`src/hw/rtl/sukt_pkg.sv`:
```
// Shared types and constants of the sorted unique key table.
// Used by sukt_cmp, the core and the bench; depends on nothing.
package sukt_pkg;

	localparam int CAPACITY = 16;
	localparam int KEY_W    = 32;
	localparam int ACT_W    = 3;
	localparam int STAT_W   = 3;
	localparam int RANK_W   = 7;
	localparam int ADDR_W   = $clog2(CAPACITY);
	localparam int CNT_W    = $clog2(CAPACITY + 1);

	typedef enum logic [ACT_W-1:0] {
		ACT_INSERT   = 3'd0,
		ACT_DELETE   = 3'd1,
		ACT_LIST_ASC = 3'd2,
		ACT_LIST_DSC = 3'd3,
		ACT_SEARCH   = 3'd4
	} action_t;

	typedef enum logic [STAT_W-1:0] {
		ST_DONE     = 3'd0,
		ST_DUP      = 3'd1,
		ST_NOTFOUND = 3'd2,
		ST_EMPTY    = 3'd3,
		ST_FULL     = 3'd4
	} status_t;

	typedef enum logic [6:0] {
		S_IDLE      = 7'b0000001,
		S_SEARCH    = 7'b0000010,
		S_INS_SHIFT = 7'b0000100,
		S_DEL_SHIFT = 7'b0001000,
		S_WRITE     = 7'b0010000,
		S_RESULT    = 7'b0100000,
		S_LIST      = 7'b1000000
	} state_t;

	typedef struct packed {
		logic lt;
		logic eq;
	} cmp_res_t;

endpackage

```
`src/hw/rtl/sukt_ram.sv`:
```
// Generic single-write, single-read RAM with registered read data.
// No package dependency.
module sukt_ram #(
	parameter int WIDTH = 32,
	parameter int DEPTH = 16
) (
	input  logic                     clk,
	input  logic                     we,
	input  logic [$clog2(DEPTH)-1:0] waddr,
	input  logic [WIDTH-1:0]         wdata,
	input  logic [$clog2(DEPTH)-1:0] raddr,
	output logic [WIDTH-1:0]         rdata
);

	logic [WIDTH-1:0] mem_q [DEPTH];

	always_ff @(posedge clk) begin
		if (we) begin
			mem_q[waddr] <= wdata;
		end
		rdata <= mem_q[raddr];
	end

endmodule

```
`src/hw/rtl/sukt_cmp.sv`:
```
// Shared signed key comparator used by the search walk.
// Depends on sukt_pkg.
module sukt_cmp import sukt_pkg::*; (
	input  logic signed [KEY_W-1:0] a,
	input  logic signed [KEY_W-1:0] b,
	output cmp_res_t                res
);

	always_comb begin
		res.lt = (a < b);
		res.eq = (a == b);
	end

endmodule

```
`src/hw/rtl/sorted_unique_key_table_core.sv`:
```
// Top level of the sorted unique key table: sequencer, key RAM, comparator, output register.
// Depends on sukt_pkg, sukt_ram and sukt_cmp.
//
//  channel | handshake          | payload
//  --------+--------------------+---------------------------------
//  in      | in_valid, in_ready | action[2:0], key[31:0]
//  out     | out_valid,out_ready| status[2:0], value[31:0], rank[6:0], last
//
// Steps of each action:
//   insert: search walk, shift of the larger keys up, write of the new key, result.
//   delete: search walk, shift of the following keys down, count update, result.
//   search: search walk, then result; empty table: result only.
//   listing: one key per cycle while the output side keeps taking transfers.
// These steps follow from the single read and single write port of the key RAM.
// arst_n clears the sequencer, the entry count and the output valid; RAM contents stay undefined.
// in_ready is high only while the sequencer is idle; a result waiting in the output
// register does not block the next input transfer. Output stalls hold the sequencer.
module sorted_unique_key_table_core import sukt_pkg::*; (
	input  logic                     clk,
	input  logic                     arst_n,
	input  logic                     in_valid,
	output logic                     in_ready,
	input  logic [ACT_W-1:0]         action,
	input  logic signed [KEY_W-1:0]  key,
	output logic                     out_valid,
	input  logic                     out_ready,
	output logic [STAT_W-1:0]        status,
	output logic signed [KEY_W-1:0]  value,
	output logic [RANK_W-1:0]        rank,
	output logic                     last
);

	// sequencer state and operands
	state_t               state_q, state_d;
	action_t              op_q, op_d;
	logic [KEY_W-1:0]     key_q, key_d;
	logic [CNT_W-1:0]     cnt_q, cnt_d;
	logic [CNT_W-1:0]     pos_q, pos_d;   // search walk position
	logic [CNT_W-1:0]     ptr_q, ptr_d;   // shift / listing pointer
	status_t              res_q, res_d;

	// output register
	logic                 out_valid_q;
	logic [STAT_W-1:0]    status_q;
	logic [KEY_W-1:0]     value_q;
	logic [RANK_W-1:0]    rank_q;
	logic                 last_q;

	logic                 ld;
	logic [STAT_W-1:0]    ld_status;
	logic [KEY_W-1:0]     ld_value;
	logic [RANK_W-1:0]    ld_rank;
	logic                 ld_last;

	// RAM port
	logic                 we;
	logic [ADDR_W-1:0]    waddr;
	logic [KEY_W-1:0]     wdata;
	logic [ADDR_W-1:0]    raddr;
	logic [KEY_W-1:0]     rdata;

	cmp_res_t             cmp;

	logic [CNT_W-1:0]     cnt_m1, pos_p1, ptr_p1, ptr_p2, ptr_m1, ptr_m2;
	logic                 out_free, in_range, hit, asc, at_end;

	sukt_ram #(
		.WIDTH(KEY_W),
		.DEPTH(CAPACITY)
	) u_ram (
		.clk  (clk),
		.we   (we),
		.waddr(waddr),
		.wdata(wdata),
		.raddr(raddr),
		.rdata(rdata)
	);

	// one comparator serves every step of the walk
	sukt_cmp u_cmp (
		.a  (rdata),
		.b  (key_q),
		.res(cmp)
	);

	assign cnt_m1   = cnt_q - CNT_W'(1);
	assign pos_p1   = pos_q + CNT_W'(1);
	assign ptr_p1   = ptr_q + CNT_W'(1);
	assign ptr_p2   = ptr_q + CNT_W'(2);
	assign ptr_m1   = ptr_q - CNT_W'(1);
	assign ptr_m2   = ptr_q - CNT_W'(2);
	assign out_free = !out_valid_q || out_ready;
	assign in_range = (pos_q < cnt_q);
	assign hit      = in_range && cmp.eq;
	assign asc      = (op_q == ACT_LIST_ASC);
	assign at_end   = asc ? (ptr_q == cnt_m1) : (ptr_q == '0);

	assign in_ready = (state_q == S_IDLE);

	always_comb begin
		state_d   = state_q;
		op_d      = op_q;
		key_d     = key_q;
		cnt_d     = cnt_q;
		pos_d     = pos_q;
		ptr_d     = ptr_q;
		res_d     = res_q;
		we        = 1'b0;
		waddr     = ptr_q[ADDR_W-1:0];
		wdata     = rdata;
		raddr     = pos_p1[ADDR_W-1:0];
		ld        = 1'b0;
		ld_status = ST_DONE;
		ld_value  = key_q;
		ld_rank   = '0;
		ld_last   = 1'b1;

		case (state_q)
			S_IDLE: begin
				// prefetch the first key a walk or listing needs
				raddr = (action == ACT_LIST_DSC) ? cnt_m1[ADDR_W-1:0] : '0;
				pos_d = '0;
				if (in_valid) begin
					op_d  = action_t'(action);
					key_d = key;
					case (action)
						ACT_INSERT: begin
							state_d = S_SEARCH;
						end
						ACT_DELETE, ACT_SEARCH: begin
							if (cnt_q == '0) begin
								res_d   = ST_EMPTY;
								state_d = S_RESULT;
							end else begin
								state_d = S_SEARCH;
							end
						end
						ACT_LIST_ASC, ACT_LIST_DSC: begin
							if (cnt_q == '0) begin
								res_d   = ST_EMPTY;
								key_d   = '0;
								state_d = S_RESULT;
							end else begin
								ptr_d   = (action == ACT_LIST_ASC) ? '0 : cnt_m1;
								state_d = S_LIST;
							end
						end
						default: begin
							// unknown action: transfer is dropped
						end
					endcase
				end
			end

			S_SEARCH: begin
				// rdata holds the key at pos_q
				if (in_range && cmp.lt) begin
					pos_d = pos_p1;
				end else begin
					case (op_q)
						ACT_INSERT: begin
							if (hit) begin
								res_d   = ST_DUP;
								state_d = S_RESULT;
							end else if (cnt_q == CNT_W'(CAPACITY)) begin
								res_d   = ST_FULL;
								state_d = S_RESULT;
							end else if (pos_q == cnt_q) begin
								state_d = S_WRITE;
							end else begin
								// fetch the top key, shift moves downward from cnt
								raddr   = cnt_m1[ADDR_W-1:0];
								ptr_d   = cnt_q;
								state_d = S_INS_SHIFT;
							end
						end
						ACT_DELETE: begin
							if (hit) begin
								ptr_d   = pos_q;
								state_d = S_DEL_SHIFT;
							end else begin
								res_d   = ST_NOTFOUND;
								state_d = S_RESULT;
							end
						end
						default: begin
							res_d   = hit ? ST_DONE : ST_NOTFOUND;
							state_d = S_RESULT;
						end
					endcase
				end
			end

			S_INS_SHIFT: begin
				// rdata holds key[ptr-1]
				we    = 1'b1;
				raddr = ptr_m2[ADDR_W-1:0];
				ptr_d = ptr_m1;
				if (ptr_m1 == pos_q) begin
					state_d = S_WRITE;
				end
			end

			S_WRITE: begin
				we      = 1'b1;
				waddr   = pos_q[ADDR_W-1:0];
				wdata   = key_q;
				cnt_d   = cnt_q + CNT_W'(1);
				res_d   = ST_DONE;
				state_d = S_RESULT;
			end

			S_DEL_SHIFT: begin
				// rdata holds key[ptr+1]
				raddr = ptr_p2[ADDR_W-1:0];
				if (ptr_p1 < cnt_q) begin
					we    = 1'b1;
					ptr_d = ptr_p1;
				end else begin
					cnt_d   = cnt_m1;
					res_d   = ST_DONE;
					state_d = S_RESULT;
				end
			end

			S_RESULT: begin
				if (out_free) begin
					ld        = 1'b1;
					ld_status = res_q;
					state_d   = S_IDLE;
				end
			end

			S_LIST: begin
				// hold the read address while stalled so rdata stays put
				raddr = ptr_q[ADDR_W-1:0];
				if (out_free) begin
					ld        = 1'b1;
					ld_status = ST_DONE;
					ld_value  = rdata;
					ld_rank   = RANK_W'(ptr_q) + RANK_W'(1);
					ld_last   = at_end;
					if (at_end) begin
						state_d = S_IDLE;
					end else begin
						ptr_d = asc ? ptr_p1 : ptr_m1;
						raddr = asc ? ptr_p1[ADDR_W-1:0] : ptr_m1[ADDR_W-1:0];
					end
				end
			end

			default: begin
				state_d = S_IDLE;
			end
		endcase
	end

	always_ff @(posedge clk or negedge arst_n) begin
		if (!arst_n) begin
			state_q     <= S_IDLE;
			cnt_q       <= '0;
			out_valid_q <= 1'b0;
		end else begin
			state_q <= state_d;
			cnt_q   <= cnt_d;
			if (ld) begin
				out_valid_q <= 1'b1;
			end else if (out_ready) begin
				out_valid_q <= 1'b0;
			end
		end
	end

	// operand and payload registers, no reset needed
	always_ff @(posedge clk) begin
		op_q  <= op_d;
		key_q <= key_d;
		pos_q <= pos_d;
		ptr_q <= ptr_d;
		res_q <= res_d;
		if (ld) begin
			status_q <= ld_status;
			value_q  <= ld_value;
			rank_q   <= ld_rank;
			last_q   <= ld_last;
		end
	end

	assign out_valid = out_valid_q;
	assign status    = status_q;
	assign value     = value_q;
	assign rank      = rank_q;
	assign last      = last_q;

endmodule

```
`config.mk`:
```
export PLATFORM = sky130hd
export DESIGN_NAME = sorted_unique_key_table_core
export DESIGN_NICKNAME = d
export VERILOG_FILES = /design/src/hw/rtl/sukt_pkg.sv /design/src/hw/rtl/sukt_ram.sv /design/src/hw/rtl/sukt_cmp.sv /design/src/hw/rtl/sorted_unique_key_table_core.sv
export SDC_FILE = /design/constraint.sdc
export NUM_CORES = 1
export LEC_CHECK = 0
export ABC_AREA = 1
export BUFFER_PORTS_ARGS = -buffer_cell sky130_fd_sc_hd__buf_4
export CORE_MARGIN = 3
export CORE_UTILIZATION = 50
export DETAILED_ROUTE_END_ITERATION = 8
export PLACE_DENSITY = 0.66
export SYNTH_ARGS = -nofsm -noshare
export SYNTH_HDL_FRONTEND = slang
export SYNTH_SLANG_ARGS = --single-unit
```
`constraint.sdc`:
```
create_clock -name clk -period 3.8 [get_ports clk]
set_input_delay 0.19 -clock clk [delete_from_list [all_inputs] [get_ports clk]]
set_output_delay 0.19 -clock clk [all_outputs]
set_load 0.01 [all_outputs]
```
==> flow_metrics.py <==
metrics = {
    "status": {
        "run_status": "complete, no violations",
    },
    "yosys": {
        "ys_seq_elements": 647,
        "synth_async_sr_flop_share": 0.02009,
        "synth_enable_flop_cells": 602,
        "netlist-cell-type-count": 54,
        "synth.top_cells.by_area": "sky130_fd_sc_hd__edfxtp_1 60%, sky130_fd_sc_hd__nand3_1 10%, sky130_fd_sc_hd__nand2_1 6.6%, sky130_fd_sc_hd__inv_1 6.0%, sky130_fd_sc_hd__nand3b_1 2.3%",
        "ys_top_cells_by_count": "606 x sky130_fd_sc_hd__nand3_1, 602 x sky130_fd_sc_hd__edfxtp_1, 525 x sky130_fd_sc_hd__nand2_1",
        "syn-num-nets": 3019,
        "synthMostInstantiatedCell": "sky130_fd_sc_hd__nand3_1",
        "post_synth_instance_area_sq_mm": 0.02989,
        "yosys_warnings": 0,
        "synth.top_cell.area_share": 0.6048,
        "synth-main-ff-cell": "sky130_fd_sc_hd__edfxtp_1",
        "synth_seq_area_share": 0.6372,
        "postSynthAreaPerCell_sq_um": 10.19,
        "synth_top_area_cell": "sky130_fd_sc_hd__edfxtp_1",
        "netlist_instances": 2932,
    },
    "critical_path": {
        "worstSetupStartpointType": "flop",
        "cp_data_required_time_ps": 4080,
        "timing.critical_path.fanout_max": 32,
        "timing.critical_path.arrival_ps": 3890,
        "crit_type": "reg -> reg",
        "critPathCaptureType": "flop",
    },
    "timing": {
        "unrepaired_setup_endpoints_after_global_routing": "yes",
        "fin_worst_skew_ps": 17.13,
        "setup_viol": 0,
        "max_slew.worst_pin.slew_ps": 1135,
        "max_clock_freq_mhz": 277.5,
        "holdWs_ps": 84.03,
        "worst_slew_margin_rel": 0.2405,
        "totalNegativeSetupSlack_ps": 0,
        "finalCritPeriodShare": 0.9484,
        "hold_violations": 0,
        "final-max-slew-violation-count": 0,
        "final.min_clock_period_ps": 3604,
    },
    "finish": {
        "final_cell_area_sq_mm": 0.03493,
        "nets": 3178,
        "area_overhead_vs_synth_pct": 16.86,
        "final-seq-area_sq_mm": 0.01904,
        "n_fill_cell": 4780,
        "multiInputGateArea_sq_mm": 0.008444,
        "fraction_of_final_layout_cells_sized_beyond_drive_strength_1": 0.1163,
        "number_of_antenna_cells_inserted": 0,
    },
    "routing": {
        "route.detailed.vias_per_inst": 5.553,
        "drt-pass1-iter-count": 6,
        "ant_nets": 0,
        "post-route-drc-count": 0,
        "route.final.wire_length_microns": 79280,
        "post_drt_wl_per_cell_microns": 20.27,
        "total_via_count_in_the_routed_design": 21730,
        "drt-initial-drc-count": 2085,
    },
    "power": {
        "total_leakage_power_nw": 14.73,
        "power.density_cell_area_mw_per_mm2": 910.7,
        "ir_drop_v": 0.001012,
    },
    "placement": {
        "gp_routability_congestion": 0.8735,
        "dpl_cell_area_sq_mm": 0.03230,
        "place.port_buffers": 82,
        "hpwlAfterDp_microns": 48680,
    },
    "global_routing": {
        "vias_in_the_first_global_route": 21400,
        "number_of_antenna_violations_at_the_first_check_in_global_routing": 0,
        "grt_overflow_total": 0,
        "grt_first_pass_wirelength_microns": 122600,
        "track_usage": 0.2526,
        "grt_start_max_net_pins": 91,
    },
    "floorplanning": {
        "die_w_microns": 250.5,
        "placeableCoreArea_sq_mm": 0.05847,
        "num_rows": 88,
        "floorplan.io_pins": 84,
        "die_h_microns": 250.5,
        "initial_core_util": 0.5112,
        "dieArea_sq_mm": 0.06275,
    },
    "clock_tree": {
        "clockRootBuffer": "sky130_fd_sc_hd__clkbuf_16",
        "tritoncts.num_buffers": 69,
        "cts_max_level": 3,
        "clock_slew_seen_by_the_registers_of_the_worst_setup_and_hold_paths_ps": 70,
        "cts_tree": "built",
        "longest_clk_path_bufs": 3,
        "clkLatencyLatePin_ps": 610,
        "cts_sinks": 647,
        "post_cts.repair.setup_buffers": 0,
    },
    "job": {
        "max_cap_violations": 0,
    },
    "min_path": {
        "worstHoldPathType": "in -> async",
    },
}
[stage by stage]
step / setup WS, ps / power (mW) / cells / util
finish: 196.1 / 31.81 / 3912 / 0.5974
global route: -63.76 / 33.93 / 3912 / 0.5974
CTS: 239.0 / 31.96 / 3912 / 0.5972
global placement: 307.2 / 24.96 / 3746 / 0.5525
detailed placement: 251.7 / 25.20 / 3746 / 0.5525
floorplan: -69.07 / 19.81 / 2932 / -
[timing repair]
action                                  4_1_cts  5_1_grt
endpoints found under the setup margin        0      124
endpoints found under the hold margin        52        0
hold buffers                                 39        0
resized for setup                             0        2
[cell type report]
type	instances	area share
inverter	495	0.05320
clock inverter	37	0.009994
tap	765	0.02740
clock buffer	90	0.05377
timing repair buffer	243	0.06863
multi-input combinational	1635	0.2418
sequential	647	0.5452
[state kept, by name, indices dropped and copies added, names as in the netlist, 5 cells and up]
signal       cells
u_ram.mem_q    512
key_q           32
u_ram.rdata     32
value           32
state_q          7
rank             6
cnt_q            5
pos_q            5
ptr_q            5
[critical path, stage by stage, from the launching register on]
cell and delay [ps]:
sky130_fd_sc_hd__edfxtp_1 350, sky130_fd_sc_hd__buf_4 180, sky130_fd_sc_hd__inv_1 140, sky130_fd_sc_hd__o31ai_1 300, sky130_fd_sc_hd__nand2_1 160, sky130_fd_sc_hd__inv_1 130
sky130_fd_sc_hd__ha_1 250, sky130_fd_sc_hd__nand2_1 70, sky130_fd_sc_hd__o221ai_1 220, sky130_fd_sc_hd__nor2_1 230, sky130_fd_sc_hd__inv_1 100, sky130_fd_sc_hd__nand3_1 220
sky130_fd_sc_hd__nand3_1 370, sky130_fd_sc_hd__nor2_4 240, sky130_fd_sc_hd__buf_12 290
[cells in the final DEF, fill, tap and decap left out, types with 4 or more instances in the layout]
cell and n:
sky130_fd_sc_hd__dfrtp_1 12, sky130_fd_sc_hd__clkinv_1 12, sky130_fd_sc_hd__o22ai_1 4, sky130_fd_sc_hd__nand3_1 604
sky130_fd_sc_hd__clkbuf_16 71, sky130_fd_sc_hd__dlygate4sd3_1 39, sky130_fd_sc_hd__clkinv_2 15, sky130_fd_sc_hd__nor2_2 5
sky130_fd_sc_hd__nand2_1 523, sky130_fd_sc_hd__nor2_4 17, sky130_fd_sc_hd__nand3b_1 91, sky130_fd_sc_hd__nor2_1 115
sky130_fd_sc_hd__nand2_2 6, sky130_fd_sc_hd__bufinv_16 6, sky130_fd_sc_hd__edfxtp_1 602, sky130_fd_sc_hd__inv_6 6
sky130_fd_sc_hd__buf_12 38, sky130_fd_sc_hd__nand3_2 7, sky130_fd_sc_hd__clkbuf_1 16, sky130_fd_sc_hd__a21oi_1 66
sky130_fd_sc_hd__inv_1 480, sky130_fd_sc_hd__nor3_1 10, sky130_fd_sc_hd__ha_1 47, sky130_fd_sc_hd__o21ai_0 69
sky130_fd_sc_hd__buf_4 166, sky130_fd_sc_hd__dfxtp_1 32, sky130_fd_sc_hd__nand4_1 12, sky130_fd_sc_hd__inv_2 12
sky130_fd_sc_hd__xor2_1 13
[routing by layer]
metal | share of wire | wire length [microns] | global-route usage | up-vias
met3 | 0.068 | 5374 | 0.03541 | 149
met1 | 0.40 | 32100 | 0.3310 | 10570
met5 | 0 | 0 | 0 | -
met4 | 0.033 | 2640 | 0.09435 | 0
met2 | 0.49 | 39170 | 0.4301 | 821
li1 | - | - | - | 10190
[report_power, final]
part | internal, mW | switching (mW) | leakage (nW)
sequential | 9.22 | 0.402 | 5.88
combinational | 4.99 | 10.6 | 7.74
clock | 3.91 | 2.74 | 1.10
[cell families (layout without fill, tap and decap cells)]
family                     count (synthesis)  count (layout)  share of synthesized area
xor gates and xnor gates                  17              17                   0.005233
and+or+nand+nor                         1398            1398                     0.2176
AOI/OAI and AO/OA                        171             171                    0.03223
adders and majority gates                 48              48                    0.02034
DFF                                      647             647                     0.6372
other                                      1               1                  0.0001255
buffers and inverters                    650             865                    0.08732
[path summary, 6_finish.rpt]
kind | end | cells after the start | slack [ps] | startpoint
worst min-delay path | state_q[0]$_DFFE_PN1P_ | 2 | 80 | arst_n
max in group asynchronous | cnt_q[3]$_DFFE_PN0P_ | 3 | 2640 | arst_n
worst max register to register | u_ram.mem_q[3][21]$_DFFE_PP_ | 14 | 200 | ptr_q[0]$_DFFE_PP_
min in group clk | op_q[2]$_DFFE_PP_ | 2 | 320 | action[2]
worst min register to register | status[1]$_SDFFCE_PN0P_ | 2 | 570 | res_q[1]$_DFFE_PP_
worst max-delay path | u_ram.mem_q[3][21]$_DFFE_PP_ | 14 | 200 | ptr_q[0]$_DFFE_PP_
Power figures use the tool's default switching activity.
